[config.mk]
export PLATFORM = sky130hd
export DESIGN_NAME = mpfd_queue
export DESIGN_NICKNAME = d
export VERILOG_FILES = /design/src/hw/rtl/mono_page_framebuffer_draw_core_defines.svh /design/src/hw/rtl/mpfd_pkg.sv /design/src/hw/rtl/mpfd_queue.sv
export SDC_FILE = /design/constraint.sdc
export NUM_CORES = 1
export LEC_CHECK = 0
export BUFFER_PORTS_ARGS = -buffer_cell sky130_fd_sc_hd__buf_4
export CORE_MARGIN = 8
export CORE_UTILIZATION = 51
export CTS_BUF_LIST = sky130_fd_sc_hd__clkbuf_4
export DETAILED_ROUTE_END_ITERATION = 7
export PLACE_DENSITY = 0.78
export SETUP_SLACK_MARGIN = 0.4
export SLEW_MARGIN = 15
export SYNTH_ARGS = -nofsm -noshare
export SYNTH_HDL_FRONTEND = slang
export SYNTH_SLANG_ARGS = --single-unit
export TNS_END_PERCENT = 5
[constraint.sdc]
create_clock -name clk_i -period 18.35 [get_ports clk_i]
set_input_delay 3.67 -clock clk_i [delete_from_list [all_inputs] [get_ports clk_i]]
set_output_delay 3.67 -clock clk_i [all_outputs]
set_load 0.05 [all_outputs]
[src/hw/rtl/mono_page_framebuffer_draw_core_defines.svh]
// assertion macros for the page framebuffer draw core
// no dependencies; included by the top level only
`ifndef MONO_PAGE_FRAMEBUFFER_DRAW_CORE_DEFINES_SVH
`define MONO_PAGE_FRAMEBUFFER_DRAW_CORE_DEFINES_SVH
`ifndef ASSERT_OFF
`define MPFD_ASSERT(lbl, prop, msg) \
  lbl: assert property (@(posedge clk_i) disable iff (!rst_ni) prop) else $error(msg);
`define MPFD_ASSERT_RST(lbl, prop, msg) \
  lbl: assert property (@(posedge clk_i) prop) else $error(msg);
`else
`define MPFD_ASSERT(lbl, prop, msg)
`define MPFD_ASSERT_RST(lbl, prop, msg)
`endif
`endif

[src/hw/rtl/mpfd_pkg.sv]
// shared types, constants and font table of the page framebuffer draw core
// no dependencies
`timescale 1ns / 1ps
`default_nettype none
package mpfd_pkg;

  localparam int DISPLAY_WIDTH_DEF  = 128;
  localparam int DISPLAY_HEIGHT_DEF = 64;
  localparam int MAX_SCALE_DEF      = 8;
  localparam int ADDR_MAX_W         = 16;
  localparam int COORD_W            = 14;
  localparam int QUEUE_DEPTH        = 2;
  localparam int RAM_WIDTH_DEF      = 8;
  localparam int RAM_DEPTH_DEF      = 1024;
  localparam logic [7:0] CODE_LOW   = 8'h20;
  localparam logic [7:0] CODE_HIGH  = 8'h7F;

  typedef enum logic [2:0] {
    REQ_CLEAR_ALL, REQ_CLEAR_ROW, REQ_SET_PIXEL, REQ_CLEAR_PIXEL,
    REQ_INVERT_RECT, REQ_ROW_GLYPH, REQ_SCALED_GLYPH, REQ_READ
  } req_type_e;

  typedef enum logic [2:0] {
    CMD_NOP, CMD_CLRALL, CMD_CLRROW, CMD_PIXEL,
    CMD_RECT, CMD_ROWG, CMD_SCALEG, CMD_READ
  } cmd_op_e;

  typedef enum logic [1:0] {PIX_CLR, PIX_SET, PIX_XOR} pix_op_e;

  typedef struct packed {
    cmd_op_e                    op;
    pix_op_e                    pmode;
    logic [ADDR_MAX_W-1:0]      addr;
    logic [7:0]                 mask;
    logic signed [COORD_W-1:0]  x0;
    logic signed [COORD_W-1:0]  x1;
    logic signed [COORD_W-1:0]  y0;
    logic signed [COORD_W-1:0]  y1;
    logic [47:0]                glyph;
    logic [4:0]                 scale;
  } cmd_t;

  // column 0 in the top byte
  localparam logic [47:0] FONT [96] = '{
    48'h000000000000, 48'h00005F000000, 48'h000700070000, 48'h147F147F1400,
    48'h242A7F2A1200, 48'h231308646200, 48'h364955225000, 48'h000503000000,
    48'h001C22410000, 48'h0041221C0000, 48'h14083E081400, 48'h08083E080800,
    48'h005030000000, 48'h080808080800, 48'h006060000000, 48'h201008040200,
    48'h3E5149453E00, 48'h00427F400000, 48'h426151494600, 48'h2141454B3100,
    48'h1814127F1000, 48'h274545453900, 48'h3C4A49493000, 48'h017109050300,
    48'h364949493600, 48'h064949291E00, 48'h003636000000, 48'h005636000000,
    48'h000814224100, 48'h141414141400, 48'h412214080000, 48'h020151090600,
    48'h324979413E00, 48'h7E1111117E00, 48'h7F4949493600, 48'h3E4141412200,
    48'h7F4141221C00, 48'h7F4949494100, 48'h7F0909090100, 48'h3E4149497A00,
    48'h7F0808087F00, 48'h00417F410000, 48'h2040413F0100, 48'h7F0814224100,
    48'h7F4040404000, 48'h7F020C027F00, 48'h7F0408107F00, 48'h3E4141413E00,
    48'h7F0909090600, 48'h3E4151215E00, 48'h7F0919294600, 48'h464949493100,
    48'h01017F010100, 48'h3F4040403F00, 48'h1F2040201F00, 48'h3F4038403F00,
    48'h631408146300, 48'h070870080700, 48'h615149454300, 48'h007F41410000,
    48'h020408102000, 48'h0041417F0000, 48'h040201020400, 48'h404040404000,
    48'h000102040000, 48'h205454547800, 48'h7F4844443800, 48'h384444442000,
    48'h384444487F00, 48'h385454541800, 48'h087E09010200, 48'h0C5252523E00,
    48'h7F0804047800, 48'h00447D400000, 48'h2040443D0000, 48'h7F1028440000,
    48'h00417F400000, 48'h7C0418047800, 48'h7C0804047800, 48'h384444443800,
    48'h7C1414140800, 48'h081414187C00, 48'h7C0804040800, 48'h485454542000,
    48'h043F44402000, 48'h3C4040207C00, 48'h1C2040201C00, 48'h3C4030403C00,
    48'h442810284400, 48'h0C5050503C00, 48'h4464544C4400, 48'h000836410000,
    48'h00007F000000, 48'h004136080000, 48'h080408100800, 48'h000000000000
  };

  function automatic logic [47:0] glyph_bits(input logic [7:0] code);
    logic [7:0] idx;
    idx = code - CODE_LOW;
    if (code < CODE_LOW || code > CODE_HIGH) begin
      idx = CODE_HIGH - CODE_LOW;
    end
    return FONT[idx[6:0]];
  endfunction

endpackage
`default_nettype wire

[src/hw/rtl/mpfd_queue.sv]
// short command queue between front end and drawing sequencer
// depends on mpfd_pkg
`timescale 1ns / 1ps
`default_nettype none
module mpfd_queue (
  input  wire logic           clk_i,
  input  wire logic           rst_ni,
  input  wire logic           push_i,
  input  wire mpfd_pkg::cmd_t cmd_i,
  input  wire logic           pop_i,
  output mpfd_pkg::cmd_t      head_o,
  output logic                full_o,
  output logic                empty_o
);
  localparam int D  = mpfd_pkg::QUEUE_DEPTH;
  localparam int PW = (D > 1) ? $clog2(D) : 1;
  localparam int CNW = $clog2(D + 1);

  mpfd_pkg::cmd_t mem_q [D];
  logic [PW-1:0]  wr_q, rd_q;
  logic [CNW-1:0] cnt_q;

  assign head_o  = mem_q[rd_q];
  assign full_o  = cnt_q == CNW'(D);
  assign empty_o = cnt_q == '0;

  always_ff @(posedge clk_i) begin
    if (push_i) begin
      mem_q[wr_q] <= cmd_i;
    end
  end

  always_ff @(posedge clk_i or negedge rst_ni) begin
    if (!rst_ni) begin
      wr_q  <= '0;
      rd_q  <= '0;
      cnt_q <= '0;
    end else begin
      if (push_i) begin
        wr_q <= (wr_q == PW'(D - 1)) ? '0 : wr_q + PW'(1);
      end
      if (pop_i) begin
        rd_q <= (rd_q == PW'(D - 1)) ? '0 : rd_q + PW'(1);
      end
      if (push_i && !pop_i) begin
        cnt_q <= cnt_q + CNW'(1);
      end else if (pop_i && !push_i) begin
        cnt_q <= cnt_q - CNW'(1);
      end
    end
  end
endmodule
`default_nettype wire

Word level (Yosys, flattened, before mapping)
Memories as Yosys holds them, arrays and structs flattened.
Index checks and enable logic that the tools add are counted.
Operators by class
  add/sub/neg operators: 4
  multipliers: 0
  divide/modulo/power cells: 0
  magnitude comparators: 0
  eq/ne operators: 1
  shift operators: 0
  mux-type cells: 6
  bitwise operators: 0
  reductions and logical operators: 6
Operator list (count)
  1-bit two-way mux: 4
  2-bit two-way mux: 2
  1-bit adder (second input constant): 2
  2-bit by 1-bit adder with 2-bit output (second input constant): 1
  2-bit == test (second input constant): 1
  1-bit logical AND: 2
  1-bit logical NOT: 2
  2-bit logical NOT: 1
  2-bit nonzero test: 1
  2-bit by 1-bit subtractor with 2-bit output (second input constant): 1
Word-level totals
  register bits: 4
  bits in latches: 0
  bits in writable memories: 276
  memory bits (read-only): 0
  output and inout port bits: 140
  memories kept: 1
Memories
  mem_q: depth 2, width 138, read ports 1, clocked after memory_dff 0, write ports 1, RTL line mpfd_queue.sv:19  | mpfd_pkg::cmd_t mem_q [D];

Logic depth before layout (Yosys ltp)
Gate-level depths: netlist of the first run.
  depth after elaboration: 4
  mapped depth: 5

Least setup slack after synthesis of the first run
No wires, ideal clock.
  path type: input -> register
  start: input port push_i
  end: memory mem_q[0][0] (netlist bit), enable pin
  setup time: 0.654 ns
  data arrival time: 9.645 ns
  data required time: 17.696 ns
  setup slack: 8.051 ns
  cell stages on the path: 1
  buffers on the path: 0
  cells stage by stage: nor2b_1
Between the ends
  longest elaborated chain between the ends: 2
Ends and longest elaborated chain
  from (decl): RTL line mpfd_queue.sv:8  | input wire logic push_i,
  1-bit two-way mux: RTL line mpfd_queue.sv:28  | if (push_i) begin
  1-bit two-way mux (not written as such): RTL line mpfd_queue.sv:29  | mem_q[wr_q] <= cmd_i;
  to (decl): RTL line mpfd_queue.sv:19
No other way between the ends.

==> metrics.json, run 1 <==
{
  "run_status": "complete, no violations",
  "dp.final_hpwl_mm": 14.7,
  "netlist.area_leader.share_pct": 81.4,
  "worst_pin_slew_ps": 1160,
  "slew-limit-headroom_pct": 22.9,
  "route.final.wire_length_mm": 21.7,
  "final_max_slew_viol_count": 0,
  "detail_route.wl_per_cell_um": 19.7,
  "min_from": "cnt_q[1]",
  "number_of_antenna_violations_at_the_first_check_in_global_routing": 1,
  "synth-compound-area-share_pct": 0,
  "post_cts_resize_count": 0,
  "final.min_clock_period_ps": 6550,
  "tritoncts": "yes",
  "rows": 51,
  "synth_adder_area_share_pct": 0.123,
  "synth.area.top_cells": "sky130_fd_sc_hd__edfxtp_1, sky130_fd_sc_hd__mux2_2, sky130_fd_sc_hd__buf_6, sky130_fd_sc_hd__dfrtp_1, sky130_fd_sc_hd__xor2_1",
  "unique_cell_type_count_in_the_yosys_netlist": 13,
  "power.leakage_nw": 5.13,
  "fin_clk_skew_ps": 19.1,
  "root_buffer": "sky130_fd_sc_hd__clkbuf_4",
  "worst_ep_required_time_ps": 14680,
  "final_core_utilization_pct": 68.6,
  "clock_share_of_power_pct": 20.3,
  "tritoncts.num_buffers": 68,
  "power_frac_seq_pct": 37.3,
  "internal-power_mw": 1.44,
  "numPortBuffers": 281,
  "first_global_vias": 6070,
  "crit_path_start_kind": "flip-flop",
  "grt_use_total_pct": 17.1,
  "net_total_in_the_final_layout": 929,
  "post_synthesis_to_final_layout_area_growth_pct": 31.7,
  "setup_viol_count_final": 0,
  "synth_fp_nets": 588,
  "cap_viol_max_count": 0,
  "net-switching-power_mw": 0.967,
  "cp.arrival_ps": 2880,
  "regToRegStartpoint": "wr_q",
  "grt_pass1_wl_mm": 32.2,
  "gr-total-overflow": 0,
  "vias_per_cell": 4.96,
  "worst-setup-path-type": "flip-flop to output port",
  "post_synth_and_or_nand_nor_area_fraction_pct": 0.258,
  "core_region_area_um2": 19500,
  "total_number_of_clock_tree_sinks": 280,
  "maxClockFrequency_ghz": 0.153,
  "final_layout_size_suffix_gt1_share_pct": 63.6,
  "detail_route.iter0.violations": 241,
  "floorplan.die.height_um": 157,
  "cts_max_level": 3,
  "synth_xor_area_share_pct": 0.430,
  "vias": 5469,
  "setup_repair_after_global_routing_missed_its_margin": "no",
  "portion_of_netlist_area_occupied_by_mux_cells_pct": 15.3,
  "syn-cell-area_um2": 10200,
  "leading_cell_type_in_the_layout_fill_and_taps_excluded": "sky130_fd_sc_hd__buf_4",
  "setup-tns-final_ps": 0,
  "drtPass1Iterations": 4,
  "ys_seq_area_share_pct": 82.4,
  "avgSynthCellArea_um2": 22.9,
  "floorplan.die_area_um2": 24700,
  "sw_frac_of_total_pct": 40.1,
  "die_width_um": 157,
  "crit_start": "rd_q",
  "layout.cells.non_filler": 1103,
  "cts_post_setup_buffers_inserted": 0,
  "finalHoldViolCount": 0,
  "layout_worst_path_cycle_share_pct": 35.7,
  "initial_standard_cell_utilization_of_the_core_pct": 52.1,
  "clock_tree.buffer_depth": 3,
  "synth.ff_latch_count": 280,
  "antenna_left": 0,
  "clkSlewWorstSetupHoldPaths_ps": 60,
  "worst_hold_path_type": "flip-flop to flip-flop",
  "gpl.final_weighted_congestion": 0.743,
  "pin_count": 282,
  "cp-end-kind": "output port",
  "placed_cell_area_um2": 12500,
  "design_area_um2": 13400,
  "dominant_combinational_cell_family_by_area_after_synthesis": "multiplexers",
  "pwr-share-comb_pct": 42.4,
  "numPlacedInstances": 980,
  "grt_start_max_net_pins": 92,
  "cts_hold_repair.buffers": 0,
  "synthDominantAreaCellType": "sky130_fd_sc_hd__edfxtp_1",
  "worst-path-max-fanout": 91,
  "layout.cells.most_common_list": "sky130_fd_sc_hd__buf_4, sky130_fd_sc_hd__edfxtp_1, sky130_fd_sc_hd__mux2_2, sky130_fd_sc_hd__clkbuf_4, sky130_fd_sc_hd__clkinv_1",
  "synth_instances": 445,
  "powerDensity_nw_per_um2": 180,
  "yosysWarningCount": 0,
  "worst_vdd_drop_mv": 0.129,
  "drcViolationCount": 0,
  "worst_skew_pair.late_latency_ps": 620
}
[sequential cells by signal, indices dropped and copies added, names as in the netlist]
register,flops
cnt_q,2
rd_q,1
mem_q,276
wr_q,1
[worst max-delay path: stages, from the launching register on]
cell	delay, ps
sky130_fd_sc_hd__dfrtp_4	850
sky130_fd_sc_hd__buf_6	730
sky130_fd_sc_hd__mux2_2	430
sky130_fd_sc_hd__buf_4	190
[stage by stage]
| stage | power, mW | hold slack (ps) | setup WS (ps) |
|---|---|---|---|
| 5_1_grt | 2.51 | 533 | 11610 |
| 2_1_floorplan | 1.67 | 453 | 8050 |
| 3_3_place_gp | 1.93 | 475 | 12130 |
| 3_5_place_dp | 1.94 | 487 | 12120 |
| 6_report | 2.41 | 509 | 11800 |
| 4_1_cts | 2.44 | 501 | 11410 |
[cell families (layout without fill, tap and decap cells)]
logic type | count (synthesis) | in the layout
XOR/XNOR | 5 | 5
other | 0 | 1
flip-flops | 280 | 280
AND/OR/NAND/NOR | 5 | 5
adder cells (fa/ha/maj) | 1 | 1
multiplexers | 138 | 138
buffers and inverters | 16 | 408
[synthesized netlist by cell type]
cell type	count
sky130_fd_sc_hd__buf_6	11
sky130_fd_sc_hd__buf_2	2
sky130_fd_sc_hd__inv_1	1
sky130_fd_sc_hd__nor2_1	2
sky130_fd_sc_hd__mux2_2	138
sky130_fd_sc_hd__dfrtp_1	4
sky130_fd_sc_hd__ha_1	1
sky130_fd_sc_hd__edfxtp_1	276
sky130_fd_sc_hd__nor2b_1	2
sky130_fd_sc_hd__buf_4	2
sky130_fd_sc_hd__and2_1	1
sky130_fd_sc_hd__xnor2_1	1
sky130_fd_sc_hd__xor2_1	4
[final cells by class]
| type | instances | area, um^2 |
|---|---|---|
| antenna | 1 | 2.50 |
| clock buffer | 99 | 743 |
| clock inverter | 22 | 110 |
| fill | 1331 | 6130 |
| inverter | 1 | 3.75 |
| multi-input combinational | 149 | 1650 |
| sequential | 280 | 8390 |
| tap | 265 | 332 |
| timing repair buffer | 286 | 2170 |
[power groups by stage]
stage	Sequential (mW)	Clock (mW)	Combinational, mW
3_3_place_gp	0.905	0	1.02
6_report	0.898	0.489	1.02
2_1_floorplan	0.904	0	0.769
3_5_place_dp	0.914	0	1.03
4_1_cts	0.900	0.508	1.03
5_1_grt	0.910	0.541	1.06
[worst paths after layout]
path	to	slack (ps)	depth (start not counted)
setup / recovery	head_o[120]	11800	3
hold / removal	cnt_q[1]	510	1
setup reg to reg	mem_q[1][111]	16000	3
hold reg to reg	cnt_q[1]	510	1
max in group asynchronous	rd_q	15400	1
min in group asynchronous	rd_q	2840	1
[per-layer routing]
| layer | share of wire (%) | wire length, um | track usage, % |
|---|---|---|---|
| met5 | 0 | 0 | 0 |
| met4 | 1.4 | 314 | 6.35 |
| met3 | 10 | 2210 | 7.57 |
| met2 | 51 | 11200 | 28.8 |
| met1 | 37 | 8020 | 18.9 |
Note: power is estimated with default switching activity, not from simulation.
==> inputs of run 2 (changes only) <==
ABC_AREA = 1   (was not set)
clock period = 6.3 ns   (was 18.35 ns; I/O delays follow)
==> run 2 against run 1 <==
Clock-buffer cell count rose by 7. Synthesized area rose by 0.20%. Critical path depth did not move. Via count rose by 0.82%. Critical path type unchanged. Hold slack got worse by 77 ps. Register-to-register slack got worse by 12000 ps. Routed wire length rose by 0.78%. Sequential share of layout area rose by 0.17 points. Non-clock buffer count fell by 1. Combinational power rose to 2.9 times the previous value. Synthesized cell count rose by 2.0%. Global-route usage rose by 0.11 points. Largest cell class unchanged.
==> metrics.json, run 2 <==
{
  "sw_frac_of_total": {"value": 40.1, "unit": "%", "change": "-0.064 points"},
  "insertedDiodeCount": {"value": 0, "change": "-1"},
  "powerDensity": {"value": 523, "unit": "nW/um^2", "change": "+190%"},
  "grt_start_max_net_pins": {"value": 97, "change": "+5.4%"},
  "crit_path_start_kind": "flip-flop",
  "net-switching-power": {"value": 2.80, "unit": "mW", "change": "+190%"},
  "antenna_left": {"value": 0, "change": "unchanged"},
  "synth_fp_nets": {"value": 597, "change": "+1.5%"},
  "power.leakage": {"value": 5.13, "unit": "nW", "change": "about the same"},
  "unique_cell_type_count_in_the_yosys_netlist": {"value": 14, "change": "+1"},
  "cap_viol_max_count": {"value": 0, "change": "unchanged"},
  "maxClockFrequency_ghz": 0.251,
  "reg2reg_depth": {"value": 3, "change": "unchanged"},
  "fin_clk_skew": {"value": 40.5, "unit": "ps", "change": "+21.3 ps"},
  "finalHoldViolCount": {"value": 0, "change": "unchanged"},
  "final.min_clock_period_ps": 3990,
  "worst_vdd_drop": {"value": 0.314, "unit": "mV", "change": "+140%"},
  "num-fill-cells": {"value": 1343, "change": "+0.90%"},
  "vias": {"value": 5514, "change": "+0.82%"},
  "clkSlewWorstSetupHoldPaths": {"value": 60, "unit": "ps", "change": "about the same"},
  "slew-limit-headroom": {"value": 34.8, "unit": "%", "change": "+12 points"},
  "synth_instances": {"value": 454, "change": "+2.0%"},
  "post-synth-top-count-cell": "sky130_fd_sc_hd__edfxtp_1",
  "clock_tree.buffer_depth": {"value": 3, "change": "unchanged"},
  "first_global_vias": {"value": 6142, "change": "+1.2%"},
  "pin_count": {"value": 282, "change": "unchanged"},
  "tritoncts.num_buffers": {"value": 70, "change": "+2.9%"},
  "cts_max_level": {"value": 3, "change": "unchanged"},
  "floorplan.die.height": {"value": 157, "unit": "um", "change": "about the same"},
  "power_frac_seq": {"value": 37.8, "unit": "%", "change": "+0.5 points"},
  "setup-tns-final": {"value": 0, "unit": "ps", "change": "unchanged"},
  "root_buffer": "sky130_fd_sc_hd__clkbuf_4",
  "post_cts_resize_count": {"value": 0, "change": "unchanged"},
  "synth-edff-count": {"value": 276, "change": "unchanged"},
  "dp.final_hpwl": {"value": 14.8, "unit": "mm", "change": "+1.0%"},
  "total_number_of_clock_tree_sinks": {"value": 280, "change": "unchanged"},
  "leading_cell_type_in_the_layout_fill_and_taps_excluded": "sky130_fd_sc_hd__buf_4",
  "floorplan.die_area": {"value": 24800, "unit": "um^2", "change": "+0.17%"},
  "drtPass1Iterations": {"value": 5, "change": "+1"},
  "cp-end-kind": "output port",
  "tritoncts": "yes",
  "reg.largest.list": "mem_q (276), cnt_q (2)",
  "final_max_slew_viol_count": {"value": 0, "change": "unchanged"},
  "cp.arrival": {"value": 2730, "unit": "ps", "change": "-150 ps"},
  "worst_hold_path_type": "primary input to async pin",
  "net_total_in_the_final_layout": {"value": 939, "change": "+1.1%"},
  "synth_xor_area_share": {"value": 0.258, "unit": "%", "change": "-0.17 points"},
  "dominant_combinational_cell_family_by_area_after_synthesis": "multiplexers",
  "largest_register": "mem_q",
  "top_cells_by_count_synth": "sky130_fd_sc_hd__edfxtp_1, sky130_fd_sc_hd__mux2_2, sky130_fd_sc_hd__buf_6",
  "synth.area.top_cells": "sky130_fd_sc_hd__edfxtp_1, sky130_fd_sc_hd__mux2_2, sky130_fd_sc_hd__buf_6, sky130_fd_sc_hd__dfrtp_1, sky130_fd_sc_hd__inv_1",
  "worst_pin_slew": {"value": 979, "unit": "ps", "change": "-178 ps"},
  "largest_register_ffs": {"value": 276, "change": "unchanged"},
  "netlist.area_leader.share": {"value": 81.3, "unit": "%", "change": "-0.16 points"},
  "pwr-share-comb": {"value": 42.3, "unit": "%", "change": "about the same"},
  "detail_route.iter0.violations": {"value": 251, "change": "+4.1%"},
  "regToRegStartpoint": "wr_q",
  "syn-cell-area": {"value": 10200, "unit": "um^2", "change": "+0.20%"},
  "critical_path.reg2reg.endpoint": "mem_q[1][90]",
  "postSynth.asyncResetShare": {"value": 1.43, "unit": "%", "change": "unchanged"},
  "synth_ff_type": "sky130_fd_sc_hd__edfxtp_1",
  "synth_adder_area_share": {"value": 0.123, "unit": "%", "change": "-0.00024 points"},
  "number_of_antenna_violations_at_the_first_check_in_global_routing": {"value": 0, "change": "-1"},
  "grt_use_total": {"value": 17.2, "unit": "%", "change": "+0.11 points"},
  "avgSynthCellArea": {"value": 22.5, "unit": "um^2", "change": "-1.8%"},
  "worst-path-max-fanout": {"value": 74, "change": "-19%"},
  "post_synth_and_or_nand_nor_area_fraction": {"value": 0.405, "unit": "%", "change": "+0.15 points"},
  "final_layout_size_suffix_gt1_share": {"value": 63.8, "unit": "%", "change": "+0.27 points"},
  "clock_share_of_power": {"value": 20.0, "unit": "%", "change": "-0.3 points"},
  "initial_standard_cell_utilization_of_the_core": {"value": 52.2, "unit": "%", "change": "+0.10 points"},
  "worst-setup-path-type": "flip-flop to output port",
  "run_status": "complete, no violations",
  "drcViolationCount": {"value": 0, "change": "unchanged"},
  "internal-power": {"value": 4.19, "unit": "mW", "change": "+190%"},
  "layout_worst_path_cycle_share_pct": 63.3,
  "post_synthesis_to_final_layout_area_growth_pct": 31.1,
  "vias_per_cell": {"value": 5.01, "change": "+1.1%"},
  "cts_post_setup_buffers_inserted": {"value": 0, "change": "unchanged"},
  "yosysWarningCount": {"value": 0, "change": "unchanged"},
  "grt_pass1_wl": {"value": 32.4, "unit": "mm", "change": "+0.60%"},
  "setup_repair_after_global_routing_missed_its_margin": "no",
  "totalPowerFinal": {"value": 6.99, "unit": "mW", "change": "+190%"},
  "synthDominantAreaCellType": "sky130_fd_sc_hd__edfxtp_1",
  "setup_viol_count_final": {"value": 0, "change": "unchanged"},
  "ys_seq_area_share": {"value": 82.3, "unit": "%", "change": "-0.16 points"},
  "rrSetupSlack": {"value": 3990, "unit": "ps", "change": "-12010 ps"},
  "gpl.final_weighted_congestion": {"value": 0.816, "change": "+9.7%"},
  "synth-compound-area-share": {"value": 0, "unit": "%", "change": "unchanged"},
  "worst_skew_pair.late_latency": {"value": 620, "unit": "ps", "change": "about the same"},
  "cts_hold_repair.buffers": {"value": 0, "change": "unchanged"},
  "worst_ep_required_time": {"value": 5040, "unit": "ps", "change": "-9640 ps"},
  "gr-total-overflow": {"value": 0, "change": "unchanged"},
  "synth.ff_latch_count": {"value": 280, "change": "unchanged"},
  "portion_of_netlist_area_occupied_by_mux_cells": {"value": 15.2, "unit": "%", "change": "-0.030 points"},
  "route.final.wire_length": {"value": 21.9, "unit": "mm", "change": "+0.78%"},
  "layout.cells.most_common_list": "sky130_fd_sc_hd__buf_4, sky130_fd_sc_hd__edfxtp_1, sky130_fd_sc_hd__mux2_2, sky130_fd_sc_hd__clkbuf_4, sky130_fd_sc_hd__inv_1",
  "core_region_area": {"value": 19500, "unit": "um^2", "change": "unchanged"},
  "rows": {"value": 51, "change": "unchanged"},
  "die_width": {"value": 157, "unit": "um", "change": "about the same"},
  "numPortBuffers": {"value": 281, "change": "unchanged"},
  "detail_route.wl_per_cell": {"value": 19.9, "unit": "um", "change": "+1.1%"}
}
## run 2: cell types whose count changed after synthesis
cell / delta
sky130_fd_sc_hd__and2_1: -1
sky130_fd_sc_hd__nand3_1: +1
sky130_fd_sc_hd__nor2b_1: -2
sky130_fd_sc_hd__nand2_1: +5
sky130_fd_sc_hd__inv_1: +6
sky130_fd_sc_hd__nand4_1: +1
sky130_fd_sc_hd__xor2_1: -2
sky130_fd_sc_hd__nor2_1: +1
## run 2: metrics by stage
stage | setup slack (ps) | util (%) | cells | hold slack [ps] | cell area [um^2]
floorplan | 995 | - | 454 | 463 | 10200
global placement | 2980 | 64.3 | 989 | 478 | 12500
detailed placement | 2940 | 64.3 | 989 | 545 | 12500
CTS | 2230 | 68.4 | 1100 | 368 | 13400
global route | 2140 | 68.4 | 1100 | 372 | 13400
finish | 2310 | 68.4 | 1100 | 432 | 13400
## run 2: metal layers
metal	track usage (%)	part of all wire, %
met1	19.0	37
met2	29.1	51
met3	6.36	9.2
met4	8.52	2.6
met5	0	0
## run 2: how the worst max path moves through the flow
stage / start / endpoint / slack [ps] / cells after the start
2_1_floorplan: push_i / mem_q[0][0] / 990 / 2
3_3_place_gp: rd_q / head_o[117] / 2980 / 3
3_5_place_dp: rd_q / head_o[117] / 2940 / 3
4_1_cts: rd_q / head_o[117] / 2230 / 3
5_1_grt: rd_q / head_o[98] / 2140 / 3
6_report: rd_q / head_o[98] / 2310 / 3
## run 2: cell families after synthesis
| kind of cell | count (synthesis) |
|---|---|
| DFF | 280 |
| muxes | 138 |
| buffers and inverters | 22 |
| and+or+nand+nor | 10 |
| xor gates and xnor gates | 3 |
| adders and majority gates | 1 |
## run 2: cell type report
type | instances | area (um^2) | share of cell area (%)
clock buffers | 106 | 796 | 5.95
clock inverters | 5 | 20.0 | 0.150
inverters | 7 | 31.3 | 0.234
multi-input cells | 152 | 1640 | 12.3
flip-flops and latches | 280 | 8390 | 62.8
well taps | 265 | 332 | 2.48
repair buffers | 285 | 2150 | 16.1
## run 2: critical path, stage by stage, from the launching register on
cell                      delay (ps)
sky130_fd_sc_hd__dfrtp_4         990
sky130_fd_sc_hd__buf_12          420
sky130_fd_sc_hd__mux2_2          410
sky130_fd_sc_hd__buf_4           200
## run 2: power by group through the flow
stage	sequential [mW]	clock (mW)	combinational, mW
after global routing	2.68	1.54	3.07
after CTS	2.65	1.45	2.99
after global placement	2.66	0	2.95
after floorplan	2.61	0	2.24
final	2.64	1.39	2.96
after detailed placement	2.68	0	2.98
